File: config.mk
export PLATFORM = sky130hd
export DESIGN_NAME = qrpm_mixer
export DESIGN_NICKNAME = d
export VERILOG_FILES = /design/src/sv/qrpm_pkg.sv /design/src/sv/qrpm_mixer.sv
export SDC_FILE = /design/constraint.sdc
export NUM_CORES = 2
export LEC_CHECK = 0
export ABC_CLOCK_PERIOD_IN_PS = 27600
export BUFFER_PORTS_ARGS = -buffer_cell sky130_fd_sc_hd__buf_2
export CAP_MARGIN = 30
export CORE_UTILIZATION = 40
export DETAILED_ROUTE_END_ITERATION = 10
export PLACE_DENSITY_LB_ADDON = 0.05
export SYNTH_ARGS = -nofsm -noshare
export SYNTH_HDL_FRONTEND = slang
export SYNTH_SLANG_ARGS = --single-unit
File: constraint.sdc
create_clock -name vclk -period 27.6
set_input_delay 5.52 -clock vclk [all_inputs]
set_output_delay 5.52 -clock vclk [all_outputs]
set_load 0.02 [all_outputs]
File: src/sv/qrpm_pkg.sv
`timescale 1ns / 1ps
package qrpm_pkg;

  localparam int NUM_AXES  = 3;
  localparam int NUM_MOTOR = 4;
  localparam int STICK_W   = 11;
  localparam int GYRO_W    = 16;
  localparam int GAIN_W    = 16;
  localparam int GAINS_W   = 3 * GAIN_W;
  localparam int DEC_W     = 16;  // centred stick, q8.8, -25600..25600
  localparam int THR_W     = 15;  // throttle, q8.8, 0..25600
  localparam int MIX_W     = 18;
  localparam int ERR_W     = 25;
  localparam int MAG_W     = 24;
  localparam int QUO_W     = 18;
  localparam int SUM_W     = 32;
  localparam int DERIV_W   = 33;
  localparam int ACC_W     = 51;
  localparam int TERM_W    = 32;
  localparam int DUTY_W    = 8;
  localparam int CFG_IDX_W = 2;

  localparam logic [CFG_IDX_W-1:0] CFG_ROLL_GAINS  = 2'd0;
  localparam logic [CFG_IDX_W-1:0] CFG_PITCH_GAINS = 2'd1;
  localparam logic [CFG_IDX_W-1:0] CFG_YAW_GAINS   = 2'd2;

  // kp, ki, kd in q4.12, kp highest
  localparam logic [GAINS_W-1:0] ROLL_GAINS_RST  = 48'h0800_019A_0029;
  localparam logic [GAINS_W-1:0] PITCH_GAINS_RST = 48'h0800_019A_0029;
  localparam logic [GAINS_W-1:0] YAW_GAINS_RST   = 48'h0CCD_019A_0052;

  // ceil(2^32 / 100), exact floor division for values below 2^24
  localparam logic [25:0] DIV100_MUL = 26'd42949673;
  // ceil(2^20 / 100), exact for values up to 25500
  localparam logic [13:0] DUTY_DIV_MUL = 14'd10486;

  typedef struct packed {
    logic s2;
    logic s3;
    logic s4;
  } pipe_ld_t;

  typedef logic [DUTY_W-1:0] duty_t;

  // floor(m / 4094) for m below 2^17: shift estimate plus one correction
  function automatic logic [4:0] div4094_small(input logic [16:0] m);
    logic [4:0]  q0;
    logic [16:0] r;
    begin
      q0 = m[16:12];
      r  = m - (17'(q0) * 17'd4094);
      if (r >= 17'd4094) begin
        q0 = q0 + 5'd1;
      end
      return q0;
    end
  endfunction

  // round(s * 51200 / 2047) - 25600 = 25s + round(25s / 2047) - 25600
  function automatic logic signed [DEC_W-1:0] decode_centred(input logic [STICK_W-1:0] s);
    logic [15:0]        a;
    logic [16:0]        m;
    logic [16:0]        v;
    logic signed [16:0] c;
    begin
      a = 16'(s) * 16'd25;
      m = {a, 1'b0} + 17'd2047;
      v = 17'(a) + 17'(div4094_small(m));
      c = $signed(v) - 17'sd25600;
      return c[DEC_W-1:0];
    end
  endfunction

  // round(s * 25600 / 2047) = a/2 (floor) + floor((2047*lsb + a + 2047) / 4094), a = 25s
  function automatic logic [THR_W-1:0] decode_throttle(input logic [STICK_W-1:0] s);
    logic [15:0] a;
    logic [16:0] m;
    begin
      a = 16'(s) * 16'd25;
      m = 17'(a) + 17'd2047 + (a[0] ? 17'd2047 : 17'd0);
      return THR_W'(a[15:1]) + THR_W'(div4094_small(m));
    end
  endfunction

  // clamp to 0..25600, then floor(m * 255 / 25600)
  function automatic duty_t duty_of(input logic signed [MIX_W-1:0] m);
    logic [14:0] c;
    logic [22:0] x;
    logic [14:0] y;
    logic [28:0] p;
    begin
      if (m[MIX_W-1]) begin
        c = 15'd0;
      end else if (m > 18'sd25600) begin
        c = 15'd25600;
      end else begin
        c = m[14:0];
      end
      x = 23'(c) * 23'd255;
      y = x[22:8];
      p = 29'(y) * 29'(DUTY_DIV_MUL);
      return p[27:20];
    end
  endfunction

endpackage

File: src/sv/qrpm_mixer.sv
`timescale 1ns / 1ps
module qrpm_mixer
  import qrpm_pkg::*;
(
  input  logic signed [DEC_W-1:0] roll_dec,
  input  logic signed [DEC_W-1:0] pitch_dec,
  input  logic signed [DEC_W-1:0] yaw_dec,
  input  logic [THR_W-1:0]        thr_dec,
  input  logic                    link_up,
  output duty_t                   duty [NUM_MOTOR]
);

  logic signed [MIX_W-1:0] r, p, y, t;
  logic signed [MIX_W-1:0] m [NUM_MOTOR];

  always_comb begin
    r = MIX_W'(roll_dec);
    p = MIX_W'(pitch_dec);
    y = MIX_W'(yaw_dec);
    t = $signed({{(MIX_W-THR_W){1'b0}}, thr_dec});
    // x layout
    m[0] = t + r - p - y;
    m[1] = t - r - p + y;
    m[2] = t + r + p + y;
    m[3] = t - r + p - y;
    for (int i = 0; i < NUM_MOTOR; i++) begin
      duty[i] = link_up ? duty_of(m[i]) : '0;
    end
  end

endmodule

==> metrics.txt <==
max_slew headroom=between 30 and 40%; Max-Cap Viols=0; total track usage=between 10% and 20%; critical path type=in2out; Least-Margin Pin Slew=slightly below 1000 ps; DR vias=approximately 22000; number of routed nets with antenna violations=0; M1 wire length=roughly 37000 um; antenna fix cells=0; Ys Warns=0; crit-path most repeated cell=fa_1; row cnt=between 100 and 150; io pins=96; gr ovfl total=0; critical path required time=approximately 22000 ps; vias in the first global route=between 20000 and 25000; Die Wd=281 um; routability congestion estimate=a little over 0.9; number of library cell types mapped by synthesis=74; CORE AREA=between 0.07 and 0.08 sq mm; Starting Density=40.6%; largest cells by area after synthesis=fa_1 (37%), ha_1 (26%), inv_1 (12%), xnor2_1 (3.5%), xor2_1 (2.2%); Max FO, Critical Path=16; # nets final=between 4000 and 5000; global-route wire length before repair=around 120000 um; final setup fails=0; Max Clock Freq=around 0.037 GHz; hold path start=link_up; Tcrit/Tclk final=between 90% and 100%; CLK BUF=0; met2 WL=about 31000 um; status=finished, final reports clean; layout cells sized above 1=4.81%; vias per cell=between 4 and 5; top-count cell post-synth=inv_1; initial DRC count=slightly below 900; area of the multi-input gates=approximately 0.027 sq mm; worst setup margin=~900 ps; largest area contributor in the netlist=fa_1; Fin. Hold Viols=0; biggest cell delay along the critical path=~600 ps; post-synth net total=~4700; Critical-path top delay cell=a2111oi_1; fin crit period=roughly 27000 ps; DP HPWL=between 60000 and 70000 um; drt first pass iters=5; final wirelength=roughly 70000 um; metal3 WL=about 1800 um; Worst Setup Start Kind=input port; Post-CTS Hold Buffers=0; Area Overhead vs Synth=6.64%; Seq/Total Area, Yosys=0%; cell count after synthesis=3428; Die Y=281 um; largest net degree at the start of global routing=29; fillers=~7600; die area=about 0.079 sq mm; Mapped Avg Cell Area=just over 9 sq um; Place WS=roughly 120 ps; DRC errors left=0; setup_tns=0 ps; Worst Path Arrival=21180 ps; Final Slew Violations=0; register area=0 sq um; port bufs=96; Yosys top cell area share=37.2%; HP Class=in2out; Post-synth top cells=inv_1 (991), ha_1 (655), fa_1 (578); initial antenna violation count=6; WHS Path Cells=3; Routed WL per cell=roughly 15 um; Critical path origin=roll_dec[0]; Mapped Area=0.0311 sq mm; Worst Hold Path EP=duty[22]; DR top layer=met5; crit end category=primary output; Seq cells=0
==> kinds of logic after synthesis <==
family                   after synthesis  share of synthesized area, %
AO/OA/AOI/OAI                        446                          9.64
XOR/XNOR                             200                          5.64
adder cells (fa/ha/maj)             1233                          63.6
buffers and inverters               1014                          12.3
multiplexers                           4                         0.133
AND/OR/NAND/NOR                      531                          8.67
==> metal layers <==
layer / GRT usage, % / up-vias
met4: 0.687 / 4
li1: - / 11000
met5: 0 / -
met2: 30.3 / 249
met1: 29.4 / 10900
met3: 0.798 / 21
==> per-stage QoR <==
step	utilization (%)	instances	instance area [sq um]	hold WS, ps
final	43.3	4562	33100	11640
after global routing	43.3	4562	33100	11680
after CTS	43.1	4557	32900	11680
after detailed placement	43.1	4557	32900	11680
after global placement	43.1	4556	32900	11680
after floorplan	-	3428	31100	11220
==> worst max path at each step <==
| stage | cells past startpoint | slack (ps) | endpoint |
|---|---|---|---|
| after floorplan | 54 | 2830 | duty[12] |
| after global placement | 55 | 590 | duty[23] |
| after detailed placement | 60 | 120 | duty[23] |
| after CTS | 60 | 90 | duty[23] |
| after global routing | 58 | -6 | duty[23] |
| final | 57 | 900 | duty[23] |
==> area by class of cell <==
class	count	share of cell area [%]
inverters	993	11.3
repair buffers	125	2.18
multi-input cells	2414	82.7
well taps	1030	3.89
==> critical path, delay by kind of cell <==
family	cells	cell delay, ps
buffers and inverters	7	660
multiplexers	1	400
AND/OR/NAND/NOR	11	1850
XOR/XNOR	3	620
AO/OA/AOI/OAI	21	6030
adder cells (fa/ha/maj)	14	6040
==> timing repair <==
action	4_1_cts	5_1_grt
buffers inserted	0	3
setup endpoints to repair	0	24
gates resized for setup	0	26
==> placed cells by master, fill, tap and decap left out, drive strengths merged, types with 7 or more instances in the layout <==
cell	count
a31oi	13
nor2b	25
or3	19
a21o	55
inv	992
buf	124
o21ai	79
o31ai	16
a2111oi	10
nor3	47
xnor2	123
a21oi	117
o41ai	8
and2	59
nand3	40
fa	578
a211oi	21
nor4	12
nand2b	25
nor3b	7
o21bai	22
nand4	15
o21a	25
and3	21
or2	11
o211ai	14
nor2	131
nand2	97
ha	655
xor2	77
or4	11
Power is not shown: default switching activity piles up to over one toggle a cycle in this logic, so the estimate is an artifact.
