`config.mk`:
```
export PLATFORM = sky130hd
export DESIGN_NAME = qrpm_stick_decode
export DESIGN_NICKNAME = d
export VERILOG_FILES = /design/src/sv/qrpm_pkg.sv /design/src/sv/qrpm_stick_decode.sv
export SDC_FILE = /design/constraint.sdc
export NUM_CORES = 1
export LEC_CHECK = 0
export ABC_AREA = 1
export BUFFER_PORTS_ARGS = -buffer_cell sky130_fd_sc_hd__buf_4
export CAP_MARGIN = 20
export CELL_PAD_IN_SITES_DETAIL_PLACEMENT = 1
export CELL_PAD_IN_SITES_GLOBAL_PLACEMENT = 1
export CORE_AREA = 3 3 204 226
export DETAILED_ROUTE_END_ITERATION = 6
export DIE_AREA = 0 0 207 229
export PLACE_DENSITY = 0.67
export SLEW_MARGIN = 20
export SYNTH_ARGS = -nofsm -noshare
export SYNTH_HDL_FRONTEND = slang
export SYNTH_SLANG_ARGS = --single-unit
```
`constraint.sdc`:
```
create_clock -name vclk -period 15
set_input_delay 0.75 -clock vclk [all_inputs]
set_output_delay 0.75 -clock vclk [all_outputs]
set_load 0.005 [all_outputs]
```
`src/sv/qrpm_pkg.sv`:
```
`timescale 1ns / 1ps
package qrpm_pkg;

  localparam int NUM_AXES  = 3;
  localparam int NUM_MOTOR = 4;
  localparam int STICK_W   = 11;
  localparam int GYRO_W    = 16;
  localparam int GAIN_W    = 16;
  localparam int GAINS_W   = 3 * GAIN_W;
  localparam int DEC_W     = 16;  // centred stick, q8.8, -25600..25600
  localparam int THR_W     = 15;  // throttle, q8.8, 0..25600
  localparam int MIX_W     = 18;
  localparam int ERR_W     = 25;
  localparam int MAG_W     = 24;
  localparam int QUO_W     = 18;
  localparam int SUM_W     = 32;
  localparam int DERIV_W   = 33;
  localparam int ACC_W     = 51;
  localparam int TERM_W    = 32;
  localparam int DUTY_W    = 8;
  localparam int CFG_IDX_W = 2;

  localparam logic [CFG_IDX_W-1:0] CFG_ROLL_GAINS  = 2'd0;
  localparam logic [CFG_IDX_W-1:0] CFG_PITCH_GAINS = 2'd1;
  localparam logic [CFG_IDX_W-1:0] CFG_YAW_GAINS   = 2'd2;

  // kp, ki, kd in q4.12, kp highest
  localparam logic [GAINS_W-1:0] ROLL_GAINS_RST  = 48'h0800_019A_0029;
  localparam logic [GAINS_W-1:0] PITCH_GAINS_RST = 48'h0800_019A_0029;
  localparam logic [GAINS_W-1:0] YAW_GAINS_RST   = 48'h0CCD_019A_0052;

  // ceil(2^32 / 100), exact floor division for values below 2^24
  localparam logic [25:0] DIV100_MUL = 26'd42949673;
  // ceil(2^20 / 100), exact for values up to 25500
  localparam logic [13:0] DUTY_DIV_MUL = 14'd10486;

  typedef struct packed {
    logic s2;
    logic s3;
    logic s4;
  } pipe_ld_t;

  typedef logic [DUTY_W-1:0] duty_t;

  // floor(m / 4094) for m below 2^17: shift estimate plus one correction
  function automatic logic [4:0] div4094_small(input logic [16:0] m);
    logic [4:0]  q0;
    logic [16:0] r;
    begin
      q0 = m[16:12];
      r  = m - (17'(q0) * 17'd4094);
      if (r >= 17'd4094) begin
        q0 = q0 + 5'd1;
      end
      return q0;
    end
  endfunction

  // round(s * 51200 / 2047) - 25600 = 25s + round(25s / 2047) - 25600
  function automatic logic signed [DEC_W-1:0] decode_centred(input logic [STICK_W-1:0] s);
    logic [15:0]        a;
    logic [16:0]        m;
    logic [16:0]        v;
    logic signed [16:0] c;
    begin
      a = 16'(s) * 16'd25;
      m = {a, 1'b0} + 17'd2047;
      v = 17'(a) + 17'(div4094_small(m));
      c = $signed(v) - 17'sd25600;
      return c[DEC_W-1:0];
    end
  endfunction

  // round(s * 25600 / 2047) = a/2 (floor) + floor((2047*lsb + a + 2047) / 4094), a = 25s
  function automatic logic [THR_W-1:0] decode_throttle(input logic [STICK_W-1:0] s);
    logic [15:0] a;
    logic [16:0] m;
    begin
      a = 16'(s) * 16'd25;
      m = 17'(a) + 17'd2047 + (a[0] ? 17'd2047 : 17'd0);
      return THR_W'(a[15:1]) + THR_W'(div4094_small(m));
    end
  endfunction

  // clamp to 0..25600, then floor(m * 255 / 25600)
  function automatic duty_t duty_of(input logic signed [MIX_W-1:0] m);
    logic [14:0] c;
    logic [22:0] x;
    logic [14:0] y;
    logic [28:0] p;
    begin
      if (m[MIX_W-1]) begin
        c = 15'd0;
      end else if (m > 18'sd25600) begin
        c = 15'd25600;
      end else begin
        c = m[14:0];
      end
      x = 23'(c) * 23'd255;
      y = x[22:8];
      p = 29'(y) * 29'(DUTY_DIV_MUL);
      return p[27:20];
    end
  endfunction

endpackage

```
`src/sv/qrpm_stick_decode.sv`:
```
`timescale 1ns / 1ps
module qrpm_stick_decode
  import qrpm_pkg::*;
(
  input  logic [STICK_W-1:0]      roll_stick,
  input  logic [STICK_W-1:0]      pitch_stick,
  input  logic [STICK_W-1:0]      yaw_stick,
  input  logic [STICK_W-1:0]      throttle_stick,
  input  logic                    link_up,
  output logic signed [DEC_W-1:0] roll_dec,
  output logic signed [DEC_W-1:0] pitch_dec,
  output logic signed [DEC_W-1:0] yaw_dec,
  output logic [THR_W-1:0]        thr_dec
);

  // sticks read as zero while the link is down
  logic [STICK_W-1:0] rs, ps, ys, ts;

  always_comb begin
    rs = link_up ? roll_stick     : '0;
    ps = link_up ? pitch_stick    : '0;
    ys = link_up ? yaw_stick      : '0;
    ts = link_up ? throttle_stick : '0;
    roll_dec  = decode_centred(rs);
    pitch_dec = decode_centred(ps);
    yaw_dec   = decode_centred(ys);
    thr_dec   = decode_throttle(ts);
  end

endmodule

```
==> summary.md, run 1 <==
| Metric | Value |
|---|---|
| Boundary Pins | `108` |
| Number of antenna violations at the first check in global routing | `0` |
| Most frequent CP cell | `nand2_1` |
| Ys Warns | `0` |
| Post-detailed-route wirelength per cell | `around 15 um` |
| Slowest CP cell | `buf_4` |
| Commonest cells in the netlist | `499 x nand2_1, 471 x inv_1, 308 x ha_1` |
| FF+latch count | `0` |
| Post-route ant nets | `0` |
| First-pass GRT wire length | `75500 um` |
| Starting density of the core | `34.8%` |
| Sequential fraction of the synthesis area | `0%` |
| Worst-Margin Slew | `0.779 ns` |
| Initial DRC Count | `430` |
| Die width | `207 um` |
| DRC | `0` |
| CTS Hold Bufs | `0` |
| Area Growth Syn to Fin | `9.72%` |
| Syn Nets | `2770` |
| Placed Area | `16800 um2` |
| Max-capacitance violation count | `0` |
| Synth area leader | `ha_1` |
| WS Path Type | `input port to output pin` |
| Core box area | `44200 um2` |
| PortBufs | `108` |
| Mean number of vias per cell | `~4.9` |
| Final GP Congestion | `between 0.8 and 0.9` |
| Netlist Area Pre-Place | `15400 um2` |
| Final min period | `approximately 14 ns` |
| Buf/Inv on CP | `8` |
| CP endpoint kind | `output pin` |
| Setup TNS | `0 ns` |
| CP max FO | `47` |
| Hpwl dp | `40500 um` |
| Count leader, synth | `nand2_1` |
| Die Ht | `229 um` |
| Max Clock Freq | `72.5 MHz` |
| Final setup viols | `0` |
| Worst path required time | `around 14 ns` |
| Top post-synthesis cells by area | `ha_1 25%, nand2_1 12%, inv_1 12%, fa_1 9.5%, xor2_1 7.5%` |
| # rows | `81` |
| Outcome | `completed` |
| Syn_area_per_cell | `6.55 um2` |
| Post-CTS Setup Bufs | `0` |
| Max stage delay on crit path | `0.55 ns` |
| Initial DRT Pass Iterations | `4` |
| Die area | `47400 um2` |
| Slew margin rel. | `47.9%` |
| Hold Vio Cnt, Final | `0` |
| Netlist cell types | `60` |
| Cell family with most CP delay | `adder cells` |
| Min-Delay Path Class | `input port to output pin` |
| Final Instance Area | `about 17000 um2` |
| Post-CTS Resized | `0` |
| Mapped Cells | `2344` |
| Yosys top cell area share | `between 20% and 30%` |
| Max Slew Vio Count | `0` |
| Drt total wl | `44300 um` |
| RSZ-0062 raised after global routing | `false` |
| Total gr overflow | `0` |
| Gr usage total | `between 10% and 20%` |
| Worst hold slack | `2.09 ns` |
| Nets | `about 2.9k` |
| Layout cells sized above 1 | `11.1%` |
| Register area | `0 um2` |
| Data arrival, critical path | `~13 ns` |
| Number of global-route vias before repair | `roughly 16k` |
| Final period utilization | `between 90% and 100%` |
| Via Count | `14.7k` |
| Largest net degree at the start of global routing | `48` |
| Startpoint Class | `input port` |
| Clock Buffer Count | `0` |
| Ant diodes | `0` |
[cells in the final DEF, fill, tap and decap left out, drive strengths merged, types with 57 or more instances in the layout]
| cell | count |
|---|---|
| nand2 | 571 |
| fa | 73 |
| xor2 | 139 |
| nand3 | 154 |
| buf | 108 |
| xnor2 | 57 |
| o21ai | 60 |
| nor2 | 200 |
| inv | 484 |
| a21oi | 121 |
| ha | 308 |
[worst min-delay path, delay by kind of cell]
kind	cells	cell delay [ns]
buffers and inverters	3	0.34
adder cells (fa/ha/maj)	1	0.19
AND/OR/NAND/NOR	1	0.06
[cells by family after synthesis]
| family | Yosys count | synth area share, % |
|---|---|---|
| and+or+nand+nor | 1026 | 31.7 |
| buffers and inverters | 493 | 12.2 |
| adders and majority gates | 381 | 34.6 |
| AOI/OAI and AO/OA | 248 | 9.48 |
| xor gates and xnor gates | 196 | 12.1 |
[through the flow]
step | util (%) | instances | setup slack (ns)
floorplan | - | 2344 | 2.67
global placement | 38.1 | 3025 | 1.64
detailed placement | 38.1 | 3025 | 1.23
CTS | 38.1 | 3025 | 1.17
global route | 38.1 | 3025 | 0.0680
finish | 38.1 | 3025 | 1.21
[path summary, 6_finish.rpt]
check                   startpoint           to  slack [ns]  depth (start not counted)
worst max-delay path       link_up  thr_dec[14]        1.21                         61
worst min-delay path  yaw_stick[0]   yaw_dec[0]        2.09                          5
[per-layer routing]
layer | wire length (um) | vias up | track usage (%)
li1 | - | 7621 | -
met1 | 20600 | 6978 | 23.4
met2 | 23000 | 86 | 36.0
met3 | 449 | 18 | 0.466
met4 | 270 | 0 | 1.04
met5 | 0 | - | 0
[area by class of cell]
| cell class | count | area (um2) |
|---|---|---|
| fill | 5870 | 27300 |
| timing repair buffer | 108 | 811 |
| multi-input combinational | 1851 | 13500 |
| inverter | 485 | 1820 |
| tap | 581 | 727 |
Power of run 1 is left out: the tool's default activity adds up to more than one toggle a clock period on the data nets, which glitch-free logic cannot reach.
==> run 2: changes to the inputs <==
- BUFFER_PORTS_ARGS: -buffer_cell sky130_fd_sc_hd__buf_4 -> -buffer_cell sky130_fd_sc_hd__buf_2
- CORE_AREA: 3 3 204 226 -> 3 3 214 216
- DIE_AREA: 0 0 207 229 -> 0 0 217 219
==> run 2 against run 1 <==
Against the previous run:
- core utilization decreased by 0.51 points
- setup slack improved by 0.30 ns
- non-clock buffer count up 1
- sequential share of layout area is the same
- fmax up 2.2%
- wire length rose by 0.10%
- worst hold slack worse by 0.058 ns
==> summary.md, run 2 (synthesis gave the netlist of run 1 again) <==
| Metric | Value |
|---|---|
| Outcome | `completed (unchanged)` |
| Post-CTS Setup Bufs | `0 (unchanged)` |
| Max-capacitance violation count | `0 (unchanged)` |
| CP max FO | `13 (was 47)` |
| Boundary Pins | `108 (unchanged)` |
| Register area | `0 um2 (unchanged)` |
| Data arrival, critical path | `12.74 ns (was 13.04 ns)` |
| Worst path required time | `14.25 ns (about the same)` |
| First-pass GRT wire length | `74900 um (was 75500 um)` |
| Gr usage total | `18.5% (was 18.4%)` |
| Clock Buffer Count | `0 (unchanged)` |
| Post-detailed-route wirelength per cell | `14.6 um (about the same)` |
| Worst hold slack | `2.03 ns (was 2.09 ns)` |
| PortBufs | `108 (unchanged)` |
| Max Slew Vio Count | `0 (unchanged)` |
| CTS Hold Bufs | `0 (unchanged)` |
| Commonest non-fill, non-tap cell in the layout | `nand2_1 (unchanged)` |
| Post-route ant nets | `0 (unchanged)` |
| Finished Layout Cells | `3037 (was 3025)` |
| Hpwl dp | `40600 um (was 40500 um)` |
| Startpoint Class | `input port (unchanged)` |
| Final min period | `13.49 ns (was 13.79 ns)` |
| Largest net degree at the start of global routing | `36 (was 48)` |
| Setup Slack @ Placement | `1.52 ns (was 1.23 ns)` |
| Starting density of the core | `34.8% (about the same)` |
| # placed instances | `3037 (was 3025)` |
| Mean number of vias per cell | `4.86 (about the same)` |
| Die Ht | `219 um (was 229 um)` |
| Final GP Congestion | `0.877 (was 0.850)` |
| Max Clock Freq | `74.1 MHz (was 72.5 MHz)` |
| Initial DRC Count | `520 (was 430)` |
| Nets | `2873 (was 2872)` |
| Slew margin rel. | `49.0% (was 47.9%)` |
| Total gr overflow | `0 (unchanged)` |
| Critical path launch point | `link_up (unchanged)` |
| CP endpoint kind | `output pin (unchanged)` |
| Initial DRT Pass Iterations | `4 (unchanged)` |
| WS Path Type | `input port to output pin (unchanged)` |
| Setup TNS | `0 ns (unchanged)` |
| Max stage delay on crit path | `0.55 ns (about the same)` |
| DRC | `0 (unchanged)` |
| Worst-Margin Slew | `0.762 ns (was 0.779 ns)` |
| Number of global-route vias before repair | `15.5k (was 15.7k)` |
| Final period utilization | `89.9% (was 92.0%)` |
| Slowest CP cell | `fa_1 (was buf_4)` |
| Final worst slack | `1.51 ns (was 1.21 ns)` |
| Final setup viols | `0 (unchanged)` |
| # rows | `77 (was 81)` |
| Core box area | `44100 um2 (was 44200 um2)` |
| Drt total wl | `44300 um (about the same)` |
| Worst Setup EP | `thr_dec[14] (unchanged)` |
| Min-Delay Path Class | `input port to output pin (unchanged)` |
| Die area | `47500 um2 (was 47400 um2)` |
| RSZ-0062 raised after global routing | `false (unchanged)` |
| Ant diodes | `0 (unchanged)` |
| Number of antenna violations at the first check in global routing | `3 (was 0)` |
| Post-CTS Resized | `0 (unchanged)` |
| FF+latch count | `0 (unchanged)` |
| Layout cells sized above 1 | `11.2% (was 11.1%)` |
| Area Growth Syn to Fin | `8.10% (was 9.72%)` |
| Hold Vio Cnt, Final | `0 (unchanged)` |
| Most frequent CP cell | `nand2_1 (unchanged)` |
| # fillers | `5940 (was 5870)` |
| Via Count | `14.8k (was 14.7k)` |
| Die width | `217 um (was 207 um)` |
| Most frequent cells in the layout | `499 x nand2_1, 471 x inv_1, 308 x ha_1, 181 x nor2_1, 134 x nand3_1 (unchanged)` |
[run 2: area by class of cell]
| cell class | count | area [um2] | area share (%) |
|---|---|---|---|
| Inverter | 485 | 1820 | 11.0 |
| Multi-Input combinational cell | 1851 | 13500 | 81.3 |
| Tap cell | 592 | 741 | 4.46 |
| Timing Repair Buffer | 109 | 548 | 3.30 |
[run 2: critical path, delay by kind of cell]
kind	cells	cell delay [ns]
adders and majority gates	11	4.38
and+or+nand+nor	29	3.68
AOI/OAI and AO/OA	9	1.56
buffers and inverters	8	1.22
xor gates and xnor gates	4	1.10
[run 2: layer usage]
layer | global-route usage (%) | part of all wire (%) | up-vias
met2 | 34.6 | 50 | 115
met3 | 0.485 | 1.6 | 26
met4 | 1.33 | 0.78 | 4
met1 | 24.8 | 48 | 6991
li1 | - | - | 7634
met5 | 0 | 0.061 | -
[run 2: metrics by stage]
step                      util [%]  cell area (um2)
after global placement        37.6            16600
final                         37.6            16600
after global routing          37.6            16600
after CTS                     37.6            16600
after floorplan                  -            15400
after detailed placement      37.6            16600
[run 2: how the worst min path moves through the flow]
stage / from / to / slack, ns / depth (start not counted)
finish: throttle_stick[1] / thr_dec[0] / 2.03 / 5
global route: throttle_stick[1] / thr_dec[0] / 2.08 / 5
CTS: throttle_stick[1] / thr_dec[0] / 2.05 / 5
detailed placement: throttle_stick[1] / thr_dec[0] / 2.05 / 5
global placement: throttle_stick[1] / thr_dec[0] / 2.05 / 5
floorplan: throttle_stick[1] / thr_dec[0] / 1.74 / 3
Power of run 2 is left out for the same reason.
==> run 3: changes to the inputs <==
==> constraint.sdc (replaced) <==
create_clock -name vclk -period 15
set_input_delay 2.25 -clock vclk [all_inputs]
set_output_delay 2.25 -clock vclk [all_outputs]
set_load 0.005 [all_outputs]
==> run 3 against run 2 <==
Against the previous run:
- core utilization up 3.2 points
- first-iteration DRC count down 29%
- count of clock-buffer cells in the layout did not move
- sequential share of layout area unchanged
- critical path type unchanged
==> summary.md, run 3 (synthesis gave the netlist of run 1 again) <==
| Metric | Value |
|---|---|
| # rows | `77 (unchanged)` |
| CTS Hold Bufs | `0 (unchanged)` |
| Core box area | `44100 um2 (unchanged)` |
| Finished Layout Cells | `3159 (was 3037)` |
| Largest net degree at the start of global routing | `37 (was 36)` |
| Worst path required time | `12.75 ns (was 14.25 ns)` |
| Hold Path Depth | `6 (was 5)` |
| Layout cells sized above 1 | `19.1% (was 11.2%)` |
| CP endpoint kind | `output pin (unchanged)` |
| WS Path Type | `input port to output pin (unchanged)` |
| Most frequent cells in the layout | `485 x nand2_1, 463 x inv_1, 294 x ha_1, 170 x nor2_1, 132 x nand3_1 (was 499 x nand2_1, 471 x inv_1, 308 x ha_1, 181 x nor2_1, 134 x nand3_1)` |
| Post-detailed-route wirelength per cell | `14.9 um (was 14.6 um)` |
| DRC | `0 (unchanged)` |
| GR peak layer | `met2 (unchanged)` |
| Register area | `0 um2 (unchanged)` |
| Starting density of the core | `34.8% (unchanged)` |
| Final period utilization | `96.7% (was 89.9%)` |
| FF+latch count | `0 (unchanged)` |
| Clock Buffer Count | `0 (unchanged)` |
| # placed instances | `3143 (was 3037)` |
| Nets | `2994 (was 2873)` |
| Total gr overflow | `0 (unchanged)` |
| First-pass GRT wire length | `78400 um (was 74900 um)` |
| Final min period | `14.51 ns (was 13.49 ns)` |
| Max-capacitance violation count | `0 (unchanged)` |
| Min-Delay Path Class | `input port to output pin (unchanged)` |
| Die width | `217 um (unchanged)` |
| Initial DRT Pass Iterations | `4 (unchanged)` |
| Hpwl dp | `42500 um (was 40600 um)` |
| Hold Vio Cnt, Final | `0 (unchanged)` |
| GR Util met3 | `0.762% (was 0.485%)` |
| Drt total wl | `47200 um (was 44300 um)` |
| Post-route ant nets | `0 (unchanged)` |
| Via Count | `15.3k (was 14.8k)` |
| Outcome | `completed (unchanged)` |
| GR Util met2 | `37.2% (was 34.6%)` |
| Gr usage total | `19.4% (was 18.5%)` |
| RSZ-0062 raised after global routing | `true (was false)` |
| Worst-Margin Slew | `0.766 ns (was 0.762 ns)` |
| Data arrival, critical path | `12.26 ns (was 12.74 ns)` |
| Slew margin rel. | `48.4% (was 49.0%)` |
| Number of antenna violations at the first check in global routing | `3 (unchanged)` |
| Hold EP | `pitch_dec[2] (was thr_dec[0])` |
| Area Growth Syn to Fin | `17.2% (was 8.10%)` |
| Max Slew Vio Count | `0 (unchanged)` |
| Min-delay src | `pitch_stick[2] (was throttle_stick[1])` |
| Commonest non-fill, non-tap cell in the layout | `nand2_1 (unchanged)` |
| Initial DRC Count | `370 (was 520)` |
| Boundary Pins | `108 (unchanged)` |
| Final GP Congestion | `0.839 (was 0.877)` |
| Max Clock Freq | `68.9 MHz (was 74.1 MHz)` |
| Die Ht | `219 um (unchanged)` |
| # fillers | `5899 (was 5940)` |
| M1 GR Usage | `25.2% (was 24.8%)` |
| Worst hold slack | `5.10 ns (was 2.03 ns)` |
| PortBufs | `108 (unchanged)` |
| CP max FO | `12 (was 13)` |
| Number of global-route vias before repair | `16.5k (was 15.5k)` |
| Die area | `47500 um2 (unchanged)` |
| Startpoint Class | `input port (unchanged)` |
| Mean number of vias per cell | `4.83 (was 4.86)` |
| Final setup viols | `0 (unchanged)` |
| Slowest CP cell | `fa_2 (was fa_1)` |
| Max stage delay on crit path | `0.62 ns (was 0.55 ns)` |
[run 3: area by class of cell]
cell class / count / area [um2] / area share [%]
tap: 592 / 741 / 4.11
multi-input combinational: 1851 / 13900 / 77.4
timing repair buffer: 230 / 1510 / 8.38
antenna: 1 / 2.50 / 0.0139
inverter: 485 / 1820 / 10.1
[run 3: through the flow]
stage	TNS (ns)	cell area, um2	worst slack [ns]	util, %
floorplan	0	15400	0.0658	-
global placement	0	17400	0.0809	39.5
detailed placement	-0.702	17400	-0.306	39.5
CTS	0	17400	0.00324	39.5
global route	-0.298	18000	-0.141	40.8
finish	0	18000	0.492	40.8
[run 3: worst max path at each step]
stage	cells past startpoint	slack, ns	start	endpoint
after detailed placement	60	-0.31	link_up	thr_dec[14]
after CTS	64	0.003	link_up	thr_dec[14]
after global placement	64	0.08	link_up	thr_dec[14]
final	63	0.49	link_up	thr_dec[14]
after global routing	63	-0.14	link_up	thr_dec[14]
after floorplan	64	0.07	link_up	thr_dec[14]
[run 3: metal layers]
layer / wire, um / up-vias
li1: - / 7877
met1: 22200 / 7232
met2: 23800 / 111
met3: 669 / 30
met4: 450 / 4
met5: 21 / -
[run 3: timing repair]
item                                   CTS  global route
gates cloned                             0             1
setup endpoints to repair               15            56
setup buffers                            0            14
pin swaps                                0            32
resized for setup                        5           111
endpoints found under the hold margin    0             0
[run 3: critical path: cells and delay by family]
kind | cells | cell delay [ns]
compound gates | 9 | 1.14
xor+xnor | 2 | 0.32
fa+ha+maj | 11 | 4.21
buf+inv | 15 | 1.45
simple gates | 26 | 2.85
Power of run 3 is left out for the same reason.
